<file path="src/sv/itsp_pkg.sv">
// Shared codes and types for the indexed texture stream parser.
`timescale 1ns / 1ps
`default_nettype none

package itsp_pkg;

    // Parser phases
    localparam logic [2:0] PH_HEADER  = 3'd0;
    localparam logic [2:0] PH_PALETTE = 3'd1;
    localparam logic [2:0] PH_SIZE    = 3'd2;
    localparam logic [2:0] PH_SKIP    = 3'd3;
    localparam logic [2:0] PH_PIXELS  = 3'd4;
    localparam logic [2:0] PH_PACKED  = 3'd5;
    localparam logic [2:0] PH_DONE    = 3'd6;

    // Header byte positions
    localparam logic [2:0] HDR_ALPHA  = 3'd3;
    localparam logic [2:0] HDR_PACKED = 3'd4;
    localparam logic [2:0] HDR_COUNT  = 3'd5;

    // Result kinds
    typedef enum logic [1:0] {
        KIND_ENTRY     = 2'd0,
        KIND_SIZE      = 2'd1,
        KIND_PIXEL     = 2'd2,
        KIND_TRUNCATED = 2'd3
    } kind_t;

    localparam logic [31:0] ALPHA_OPAQUE = 32'hFF00_0000;
    localparam logic [31:0] PIXEL_SAT    = 32'hFFFF_FFFF;

    // One result request
    typedef struct packed {
        kind_t       kind;
        logic [7:0]  entry_number;
        logic [31:0] entry_color;
        logic [15:0] image_width;
        logic [15:0] image_height;
        logic        has_alpha;
        logic [7:0]  pixel_value;
        logic [31:0] pixel_number;
        logic        final_item;
    } result_t;

endpackage

`default_nettype wire

</file>
<file path="src/sv/indexed_texture_stream_parser.sv">
// Top level of the indexed texture stream parser: byte parser with a result register.
`timescale 1ns / 1ps
`default_nettype none

// Usage:
//   Feed the texture file one byte per request on the byte channel
//   (byte_valid / byte_stall, data_byte, end_of_file on the last byte).
//   Results leave on the result channel (result_valid / result_stall):
//   one per palette entry, one size record on the low height byte, one per
//   pixel index byte, or a truncated error if the file ends early.
//   A result is registered: it appears in the cycle after the byte that causes it.
//   Throughput: one byte per cycle while byte_stall is low; each byte updates only counters and
//   small registers, and the size product is one 16x16 multiply in the
//   cycle of the low height byte.
//   A single result register parts the channels: while it holds a result
//   and result_stall is high, byte_stall is high and the parser holds.
//   Otherwise a new byte is taken in the same cycle the old result leaves.
//   Reset (rst_n low, asynchronous) returns the parser to the header phase
//   and empties the result register. After the end_of_file byte the parser
//   returns to that same state, ready for the next file.
module indexed_texture_stream_parser (
    input  wire logic                 clk,
    input  wire logic                 rst_n,
    input  wire logic                 byte_valid,
    output logic                      byte_stall,
    input  wire logic [7:0]           data_byte,
    input  wire logic                 end_of_file,
    output logic                      result_valid,
    input  wire logic                 result_stall,
    output itsp_pkg::kind_t           kind,
    output logic [7:0]                entry_number,
    output logic [31:0]               entry_color,
    output logic [15:0]               image_width,
    output logic [15:0]               image_height,
    output logic                      has_alpha,
    output logic [7:0]                pixel_value,
    output logic [31:0]               pixel_number,
    output logic                      final_item
);
    import itsp_pkg::*;

    logic [2:0]  phase_reg, phase_next;
    logic [2:0]  offset_reg, offset_next;
    logic        alpha_reg, alpha_next;
    logic        packed_reg, packed_next;
    logic [7:0]  ent_total_reg, ent_total_next;
    logic [7:0]  ent_done_reg, ent_done_next;
    logic [1:0]  step_reg, step_next;
    logic [31:0] gather_reg, gather_next;
    logic [15:0] width_reg, width_next;
    logic [15:0] height_reg, height_next;
    logic [31:0] pix_done_reg, pix_done_next;
    logic [31:0] pix_total_reg, pix_total_next;

    logic        res_valid_reg;
    result_t     res_reg;
    result_t     res_comb;
    logic        res_fire;
    logic        accept;
    logic        load;

    logic [1:0]  entry_last;
    logic [7:0]  ent_done_inc;
    logic [31:0] pix_done_inc;
    logic        pix_last;
    logic [15:0] height_low;
    logic [31:0] size_product;

    // Take a byte whenever the result register is free or draining
    assign load       = !res_valid_reg || !result_stall;
    assign byte_stall = !load;
    assign accept     = byte_valid && load;

    assign entry_last   = alpha_reg ? 2'd3 : 2'd2;
    assign ent_done_inc = ent_done_reg + 8'd1;
    assign pix_last     = ((pix_done_reg + 32'd1) == pix_total_reg);
    assign pix_done_inc = (pix_done_reg != PIXEL_SAT) ? pix_done_reg + 32'd1 : pix_done_reg;
    assign height_low   = {height_reg[15:8], data_byte};
    assign size_product = {16'd0, width_reg} * {16'd0, height_low};

    // Parse one byte
    always_comb
    begin
        phase_next     = phase_reg;
        offset_next    = offset_reg;
        alpha_next     = alpha_reg;
        packed_next    = packed_reg;
        ent_total_next = ent_total_reg;
        ent_done_next  = ent_done_reg;
        step_next      = step_reg;
        gather_next    = gather_reg;
        width_next     = width_reg;
        height_next    = height_reg;
        pix_done_next  = pix_done_reg;
        pix_total_next = pix_total_reg;
        res_fire       = 1'b0;
        res_comb       = '0;

        if (accept)
        begin
            unique case (phase_reg)
                PH_HEADER:
                begin
                    if (offset_reg == HDR_ALPHA)
                    begin
                        alpha_next = (data_byte == 8'd1);
                    end
                    else if (offset_reg == HDR_PACKED)
                    begin
                        packed_next = (data_byte == 8'd1);
                    end
                    else if (offset_reg == HDR_COUNT)
                    begin
                        ent_total_next = data_byte;
                        ent_done_next  = 8'd0;
                        step_next      = 2'd0;
                        gather_next    = 32'd0;
                    end
                    if (offset_reg >= HDR_COUNT)
                    begin
                        offset_next = 3'd0;
                        step_next   = 2'd0;
                        phase_next  = (ent_total_next != 8'd0) ? PH_PALETTE : PH_SIZE;
                    end
                    else
                    begin
                        offset_next = offset_reg + 3'd1;
                    end
                end
                PH_PALETTE:
                begin
                    // Gather alpha into the top byte, shift color bytes in below
                    if (alpha_reg && (step_reg == 2'd0))
                        gather_next = {data_byte, 24'd0};
                    else
                        gather_next = {gather_reg[31:24], gather_reg[15:0], data_byte};
                    if (step_reg >= entry_last)
                    begin
                        res_fire              = 1'b1;
                        res_comb.kind         = KIND_ENTRY;
                        res_comb.entry_number = ent_done_reg;
                        res_comb.has_alpha    = alpha_reg;
                        if (alpha_reg && (gather_next[31:24] == 8'd0))
                            res_comb.entry_color = 32'd0;
                        else
                            res_comb.entry_color = ALPHA_OPAQUE | {8'd0, gather_next[23:0]};
                        step_next     = 2'd0;
                        gather_next   = 32'd0;
                        ent_done_next = ent_done_inc;
                        if (ent_done_inc == ent_total_reg)
                            phase_next = PH_SIZE;
                    end
                    else
                    begin
                        step_next = step_reg + 2'd1;
                    end
                end
                PH_SIZE:
                begin
                    unique case (step_reg)
                        2'd0:    width_next  = {data_byte, width_reg[7:0]};
                        2'd1:    width_next  = {width_reg[15:8], data_byte};
                        2'd2:    height_next = {data_byte, height_reg[7:0]};
                        default: height_next = height_low;
                    endcase
                    if (step_reg == 2'd3)
                    begin
                        pix_total_next        = size_product;
                        pix_done_next         = 32'd0;
                        res_fire              = 1'b1;
                        res_comb.kind         = KIND_SIZE;
                        res_comb.image_width  = width_reg;
                        res_comb.image_height = height_low;
                        res_comb.has_alpha    = alpha_reg;
                        step_next             = 2'd0;
                        phase_next            = PH_SKIP;
                    end
                    else
                    begin
                        step_next = step_reg + 2'd1;
                    end
                end
                PH_SKIP:
                begin
                    priority if (packed_reg)
                        phase_next = PH_PACKED;
                    else if (pix_total_reg == 32'd0)
                        phase_next = PH_DONE;
                    else
                        phase_next = PH_PIXELS;
                end
                PH_PIXELS:
                begin
                    res_fire              = 1'b1;
                    res_comb.kind         = KIND_PIXEL;
                    res_comb.has_alpha    = alpha_reg;
                    res_comb.pixel_value  = data_byte;
                    res_comb.pixel_number = pix_done_reg;
                    res_comb.final_item   = pix_last;
                    pix_done_next         = pix_done_inc;
                    if (pix_last || (pix_done_inc >= pix_total_reg))
                        phase_next = PH_DONE;
                end
                default:
                begin
                    // Packed run, done or unused code: drop the byte
                end
            endcase

            // End of file: flag truncation unless finished, then start over
            if (end_of_file)
            begin
                if ((phase_next != PH_DONE) && (phase_next != PH_PACKED))
                begin
                    res_fire            = 1'b1;
                    res_comb            = '0;
                    res_comb.kind       = KIND_TRUNCATED;
                    res_comb.final_item = 1'b1;
                end
                phase_next     = PH_HEADER;
                offset_next    = 3'd0;
                alpha_next     = 1'b0;
                packed_next    = 1'b0;
                ent_total_next = 8'd0;
                ent_done_next  = 8'd0;
                step_next      = 2'd0;
                gather_next    = 32'd0;
                width_next     = 16'd0;
                height_next    = 16'd0;
                pix_done_next  = 32'd0;
                pix_total_next = 32'd0;
            end
        end
    end

    // Advance parser state
    always_ff @(posedge clk or negedge rst_n)
    begin
        if (!rst_n)
        begin
            phase_reg     <= PH_HEADER;
            offset_reg    <= 3'd0;
            alpha_reg     <= 1'b0;
            packed_reg    <= 1'b0;
            ent_total_reg <= 8'd0;
            ent_done_reg  <= 8'd0;
            step_reg      <= 2'd0;
            gather_reg    <= 32'd0;
            width_reg     <= 16'd0;
            height_reg    <= 16'd0;
            pix_done_reg  <= 32'd0;
            pix_total_reg <= 32'd0;
        end
        else
        begin
            phase_reg     <= phase_next;
            offset_reg    <= offset_next;
            alpha_reg     <= alpha_next;
            packed_reg    <= packed_next;
            ent_total_reg <= ent_total_next;
            ent_done_reg  <= ent_done_next;
            step_reg      <= step_next;
            gather_reg    <= gather_next;
            width_reg     <= width_next;
            height_reg    <= height_next;
            pix_done_reg  <= pix_done_next;
            pix_total_reg <= pix_total_next;
        end
    end

    // Hold the result valid until the receiver takes it
    always_ff @(posedge clk or negedge rst_n)
    begin
        if (!rst_n)
        begin
            res_valid_reg <= 1'b0;
        end
        else if (load)
        begin
            res_valid_reg <= res_fire;
        end
    end

    // Load the result payload
    always_ff @(posedge clk)
    begin
        if (load && res_fire)
        begin
            res_reg <= res_comb;
        end
    end

    assign result_valid = res_valid_reg;
    assign kind         = res_reg.kind;
    assign entry_number = res_reg.entry_number;
    assign entry_color  = res_reg.entry_color;
    assign image_width  = res_reg.image_width;
    assign image_height = res_reg.image_height;
    assign has_alpha    = res_reg.has_alpha;
    assign pixel_value  = res_reg.pixel_value;
    assign pixel_number = res_reg.pixel_number;
    assign final_item   = res_reg.final_item;

endmodule

`default_nettype wire

</file>
<file path="config.mk">
export PLATFORM = sky130hd
export DESIGN_NAME = indexed_texture_stream_parser
export DESIGN_NICKNAME = d
export VERILOG_FILES = /design/src/sv/itsp_pkg.sv /design/src/sv/indexed_texture_stream_parser.sv
export SDC_FILE = /design/constraint.sdc
export NUM_CORES = 1
export LEC_CHECK = 0
export ABC_AREA = 1
export BUFFER_PORTS_ARGS = -buffer_cell sky130_fd_sc_hd__buf_2
export CAP_MARGIN = 10
export CORE_MARGIN = 4
export CORE_UTILIZATION = 55
export DETAILED_ROUTE_END_ITERATION = 12
export GPL_TIMING_DRIVEN = 0
export PLACE_DENSITY_LB_ADDON = 0.25
export SLEW_MARGIN = 5
export SYNTH_ARGS = -nofsm -noshare
export SYNTH_HDL_FRONTEND = slang
export SYNTH_SLANG_ARGS = --single-unit
</file>
<file path="constraint.sdc">
create_clock -name clk -period 7.35 [get_ports clk]
set_clock_uncertainty 0.1 [all_clocks]
set_input_delay 1.1025 -clock clk [delete_from_list [all_inputs] [get_ports clk]]
set_output_delay 1.1025 -clock clk [all_outputs]
set_load 0.1 [all_outputs]
</file>
==> results of run 1 <==
==> per-layer routing <==
| layer | routed length [um] | part of all wire (%) |
|---|---|---|
| met1 | 24800 | 40 |
| met2 | 30100 | 49 |
| met3 | 4710 | 7.6 |
| met4 | 2050 | 3.3 |
| met5 | 0 | 0 |
==> through the flow <==
step / instance area (um^2) / utilization, % / total power, mW
3_5_place_dp: 23200 / 59.5 / 8.55
2_1_floorplan: 21900 / - / 7.01
4_1_cts: 24200 / 62.0 / 10.1
5_1_grt: 24200 / 62.0 / 10.9
6_report: 24200 / 62.0 / 10.1
3_3_place_gp: 23200 / 59.4 / 8.43
==> cell families (layout without fill, tap and decap cells) <==
kind of cell / count (synthesis) / after routing
XOR/XNOR: 19 / 19
buffers and inverters: 725 / 901
adder cells (fa/ha/maj): 341 / 341
flip-flops: 248 / 248
AO/OA/AOI/OAI: 296 / 296
AND/OR/NAND/NOR: 1143 / 1143
==> where the power goes <==
| part | switching, mW | internal [mW] | total, mW |
|---|---|---|---|
| clock network | 0.582 | 0.907 | 1.49 |
| logic | 4.86 | 1.75 | 6.61 |
| registers | 0.131 | 1.82 | 1.95 |
| total | 5.58 | 4.47 | 10.1 |
==> synth_stat cells, types with 3 or more instances <==
cell type  count  area [um^2]
nand2_1      657         2470
inv_1        595         2230
nand3_1      201         1010
fa_1         194         3880
nor2_1       178          668
o21ai_0      149          746
ha_1         147         1840
dfrtp_1      139         3480
edfxtp_1     109         3270
clkbuf_1      91          342
a21oi_1       71          355
nor3_1        40          200
o22ai_1       37          231
nand4_1       33          206
buf_1         12         45.0
xor2_1        12          105
buf_2         11         55.1
buf_4         11         82.6
nor4_1        10         62.6
o31ai_1        9         67.6
nor2_4         7         78.8
xnor2_1        7         61.3
a31oi_1        6         37.5
nand2_2        5         31.3
o211ai_1       5         37.5
a211oi_1       3         22.5
==> worst min-delay path, cell delays in order (launching register included) <==
cell and delay (ps):
dfrtp_1 350, nand2_1 50, o31ai_1 50
==> what timing repair did <==
action                                  in CTS  in global routing
endpoints found under the setup margin       0                  4
gates resized for setup                      0                 10
endpoints found under the hold margin        0                  0
setup buffers                                0                  0
==> path summary, 6_finish.rpt <==
check / end / slack, ps / start / depth (start not counted)
max reg2reg: pix_total_reg[25] / 350 / width_reg[8] / 23
min: gather_reg[30] / 390 / gather_reg[30] / 2
min in group asynchronous: ent_done_reg[2] / 500 / rst_n / 1
max in group asynchronous: gather_reg[8] / 5850 / rst_n / 2
max: pix_total_reg[25] / 340 / data_byte[7] / 24
min reg2reg: gather_reg[30] / 390 / gather_reg[30] / 2
==> final cells by class <==
class,instances,share of cell area [%]
inverters,598,9.28
well taps,518,2.68
clock buffers,34,2.98
clock inverters,16,0.983
flip-flops and latches,248,27.9
multi-input cells,1799,51.1
plain buffers,126,2.27
repair buffers,127,2.84
==> cells in the final DEF (no fill, tap or decap), types with 3 or more instances in the layout <==
master / instances
clkinv_2: 5
nand4_1: 33
o31ai_1: 9
ha_1: 147
o21ai_0: 149
dfrtp_1: 139
o211ai_1: 5
clkinv_1: 4
buf_1: 12
buf_2: 135
a211oi_1: 3
bufinv_16: 6
clkbuf_16: 27
o22ai_1: 37
fa_1: 194
nor3_1: 40
nor2_4: 7
xnor2_1: 7
nand3_1: 201
a31oi_1: 6
buf_6: 3
buf_4: 11
clkbuf_2: 5
xor2_1: 12
inv_1: 595
nor4_1: 10
a21oi_1: 71
nand2_2: 5
nand2_1: 656
clkbuf_1: 90
nor2_1: 178
edfxtp_1: 109
==> results.cfg, run 1 <==
[logic_synthesis]
synth_top_family_by_area = adder cells
synth_seq_cells = 248
yosys.area_share.simple_pct = 22.1
synth-edff-count = 109
syn_inst = 2772
synth-xor-area-share_pct = 0.760
synthMuxAreaShare_pct = 0
mappedNetlistArea_um2 = 21900
synth_fp_nets = 3126
synth_ff_type = dfrtp_1
ys_seq_area_share_pct = 30.9
avgSynthCellArea_um2 = 7.89
yosysWarningCount = 0
synthArstFlopShare_pct = 56.0
synth-compound-area-share_pct = 7.43
synth_fa_ha_area_share_pct = 26.2
ys_types = 48

[place]
pre_cts_ws_ps = -367
place_congestion = 0.970
placed_cells = 3417
dp_hpwl_mm = 48.4
io_buffer_count = 125

[timing]
slew_violations = 0
finalHoldWorstSlack_ps = 391
period_needed_ps = 7010
tns_ps = 0
setup_viol = 0
worst_slew_margin_rel_pct = 25.4
hold_violations = 0
fin_ws_ps = 338
rsz0062_at_grt = no
timing.fmax_mhz = 143
finalCritPeriodShare_pct = 95.4
tightestPinTransition_ps = 1110

[global_route]
grt_max_degree = 87
overflow = 0
met3_usage_pct = 4.14
met2_usage_pct = 48.0
gr-max-usage-layer = met2
grt_pass1_vias = 19000
grt_pass1_wl_mm = 98.7
antenna_found_initial = 1
grt_use_met1_pct = 36.8
grt_usage_pct = 28.0

[detailed_routing]
dr_total_vias = 19300
wl_per_cell_um = 17.8
drc_errors = 0
drtIter0Drc = 1644
drt_wl_total_mm = 61.7
dr.pass1.iters = 6
antenna_left = 0
post_drt_via_cell_ratio = 5.56

[critical_path]
crit_required_ps = 7670
worst-path-buf-inv = 6
slowest_stage = fa_1
critical_path_class = primary input to flop
endpoint_kind = flop
cp_max_fo = 10
path_common_cell = fa_1
start_kind = primary input
critPathMaxStageDelay_ps = 600
cp_top_family = adder cells
worstPathArrival_ps = 7330
path_cells = clkbuf_1 > clkbuf_1 > nand2_1 > fa_1 > fa_1 > fa_1 > inv_1 > fa_1 > inv_1 > fa_1 > inv_1 > fa_1 > ha_1 > nand2_1 > nor4_1 > a21oi_1 > inv_1 > a21oi_1 > o21ai_0 > nand2_1 > o211ai_1 > nand2_1 > nand2_1 > o22ai_1

[clock_tree]
numCtsBuffers = 27
clkLatencyLatePin_ps = 560
clock_sinks = 248
ctsHoldBuffers = 0
cts_max_level = 1
cts_tree = built
cts-root-buf = clkbuf_16
clk_path_buf_depth = 3
clk_pin_slew_worst_paths_ps = 60

[finish]
multi_input_area_um2 = 12300
nets = 3281
synthToLayoutAreaGrowth_pct = 10.5
n_antenna_cell = 0
drive_gt1_share_pct = 7.53
instances_no_fill = 3466
seq_area_um2 = 6750
fill_cells = 3433

[floorplan]
core_area_um2 = 39000
start_util_pct = 56.1
rows = 72
die-area_um2 = 43000
fp.dieH_um = 207
die_w_um = 207
io_pins = 131

[worst_hold_path]
hp-class = flop to flop

[status]
status = complete, no violations

[power_and_ir_drop]
power_density_nw_per_um2 = 416
peakVddDrop_uv = 323
p_leak_nw = 12.2

[flow_run]
maxCapViolCount = 0
Power figures use the tool's default switching activity.
==> run 2: changes to the inputs <==
--- a/config.mk
+++ b/config.mk
@@ -9,7 +9,7 @@
 export BUFFER_PORTS_ARGS = -buffer_cell sky130_fd_sc_hd__buf_2
 export CAP_MARGIN = 10
 export CORE_MARGIN = 4
-export CORE_UTILIZATION = 55
+export CORE_UTILIZATION = 30
 export DETAILED_ROUTE_END_ITERATION = 12
 export GPL_TIMING_DRIVEN = 0
 export PLACE_DENSITY_LB_ADDON = 0.25
==> results.cfg, run 2 (synthesized netlist as in run 1, its figures left out) <==
[timing]
fin_ws_ps = 413
worst_slew_margin_rel_pct = 28.8
timing.fmax_mhz = 144
finalCritPeriodShare_pct = 94.4
period_needed_ps = 6940
hold_violations = 0
rsz0062_at_grt = no
tightestPinTransition_ps = 1060
setup_viol = 0
slew_violations = 0

[floorplan]
rows = 98
die_w_um = 278
fp.dieH_um = 278
die-area_um2 = 77300
start_util_pct = 30.5
core_area_um2 = 71900
io_pins = 131

[flow_run]
maxCapViolCount = 0

[clock_tree]
clock_sinks = 248
clk_path_buf_depth = 3
cts_setup_buffers = 0
cts_tree = built
numCtsBuffers = 29
clkLatencyLatePin_ps = 580
clk_pin_slew_worst_paths_ps = 60
cts-root-buf = clkbuf_16
cts_max_level = 1

[global_route]
overflow = 0
grt_usage_pct = 16.8
grt_pass1_vias = 18400
grt_pass1_wl_mm = 104
antenna_found_initial = 0
grt_max_degree = 76

[worst_hold_path]
hp-class = primary input to asynchronous set/reset pin

[finish]
drive_gt1_share_pct = 7.49
final_cell_mix = 656 x nand2_1, 595 x inv_1, 201 x nand3_1
fill_cells = 7728
n_antenna_cell = 0
nets = 3283
final_cell_area_um2 = 24600
fin_util_pct = 34.3
multi_input_area_um2 = 12400
synthToLayoutAreaGrowth_pct = 12.6
seq_area_um2 = 6750
final_common_cell = nand2_1

[detailed_routing]
wl_per_cell_um = 16.9
drtIter0Drc = 1408
post_drt_via_cell_ratio = 4.73
dr.pass1.iters = 5
drt_wl_total_mm = 66.0
dr_total_vias = 18500
drc_errors = 0
antenna_left = 0

[place]
placed_area_um2 = 23800
place_congestion = 0.885
pre_cts_ws_ps = -440
io_buffer_count = 125
dp_hpwl_mm = 52.4

[critical_path]
crit_required_ps = 7680
critical_path_class = flop to flop
worstPathArrival_ps = 7270
r2r_start = width_reg[8]
start_kind = flop
cp_max_fo = 10
regToRegEndpoint = pix_total_reg[25]
endpoint_kind = flop
r2r_cells = 23
r2r_setup_slack_ps = 410

[power_and_ir_drop]
switchingPower_mw = 5.65
p_clk_share_pct = 13.5
peakVddDrop_uv = 344
intPower_mw = 4.31
sequentialPowerShare_pct = 19.6
power_density_nw_per_um2 = 404
pwr-share-comb_pct = 66.9
p_leak_nw = 12.2
p_sw_share_pct = 56.7

[status]
status = complete, no violations
-- run 2: worst max-delay path by stage --
stage                     slack (ps)       startpoint                 to
after global routing               1     width_reg[8]  pix_total_reg[25]
final                            410     width_reg[8]  pix_total_reg[25]
after CTS                        140     data_byte[3]  pix_total_reg[25]
after detailed placement        -440     data_byte[3]  pix_total_reg[25]
after floorplan                  710     data_byte[1]  pix_total_reg[25]
after global placement         -1410  pix_done_reg[0]     image_width[7]
-- run 2: worst max-delay path: stages, from the launching register on --
cell	delay [ps]
dfrtp_1	710
clkbuf_1	590
nand2_1	160
fa_1	510
inv_1	60
fa_1	530
inv_1	50
fa_1	480
fa_1	600
fa_1	440
fa_1	520
inv_1	50
ha_1	360
nand2_1	130
nor4_1	400
a21oi_1	120
inv_1	130
a21oi_1	100
o21ai_0	310
nand2_1	90
o211ai_1	140
nand2_1	80
nand2_1	70
o22ai_1	80
-- run 2: routing by layer --
metal  vias to the layer above  GRT usage, %  wire (um)
met1                      8940          21.9      28400
met2                       471          29.7      32100
met4                         0          4.80       1990
met5                         -             0          0
met3                        91          1.86       3440
li1                       8956             -          -
-- run 2: stage by stage --
| stage | TNS (ps) | hold slack [ps] | total power [mW] | cells |
|---|---|---|---|---|
| 2_1_floorplan | 0 | 347 | 7.01 | 2772 |
| 3_3_place_gp | -153580 | 369 | 8.70 | 3847 |
| 3_5_place_dp | -1860 | 376 | 8.71 | 3849 |
| 4_1_cts | 0 | 379 | 10.1 | 3903 |
| 5_1_grt | 0 | 380 | 10.8 | 3902 |
| 6_report | 0 | 348 | 9.96 | 3902 |
-- run 2: timing repair --
item	4_1_cts	5_1_grt
gates resized for setup	0	10
hold buffers	0	0
endpoints found under the setup margin	0	4
-- run 2: final cells by class --
class	count	share of cell area, %
flip-flops and latches	248	27.4
clock buffers	36	3.09
inverters	598	9.11
clock inverters	18	0.391
repair buffers	127	2.80
plain buffers	126	2.23
well taps	950	4.83
multi-input cells	1799	50.1
-- run 2: power groups by stage --
stage                     Clock, mW  Sequential [mW]  Combinational (mW)
after floorplan                   0             3.34                3.66
after global placement            0             2.02                6.69
after detailed placement          0             1.97                6.74
after CTS                      1.37             1.94                6.78
after global routing           1.43             1.99                7.42
final                          1.34             1.95                6.67
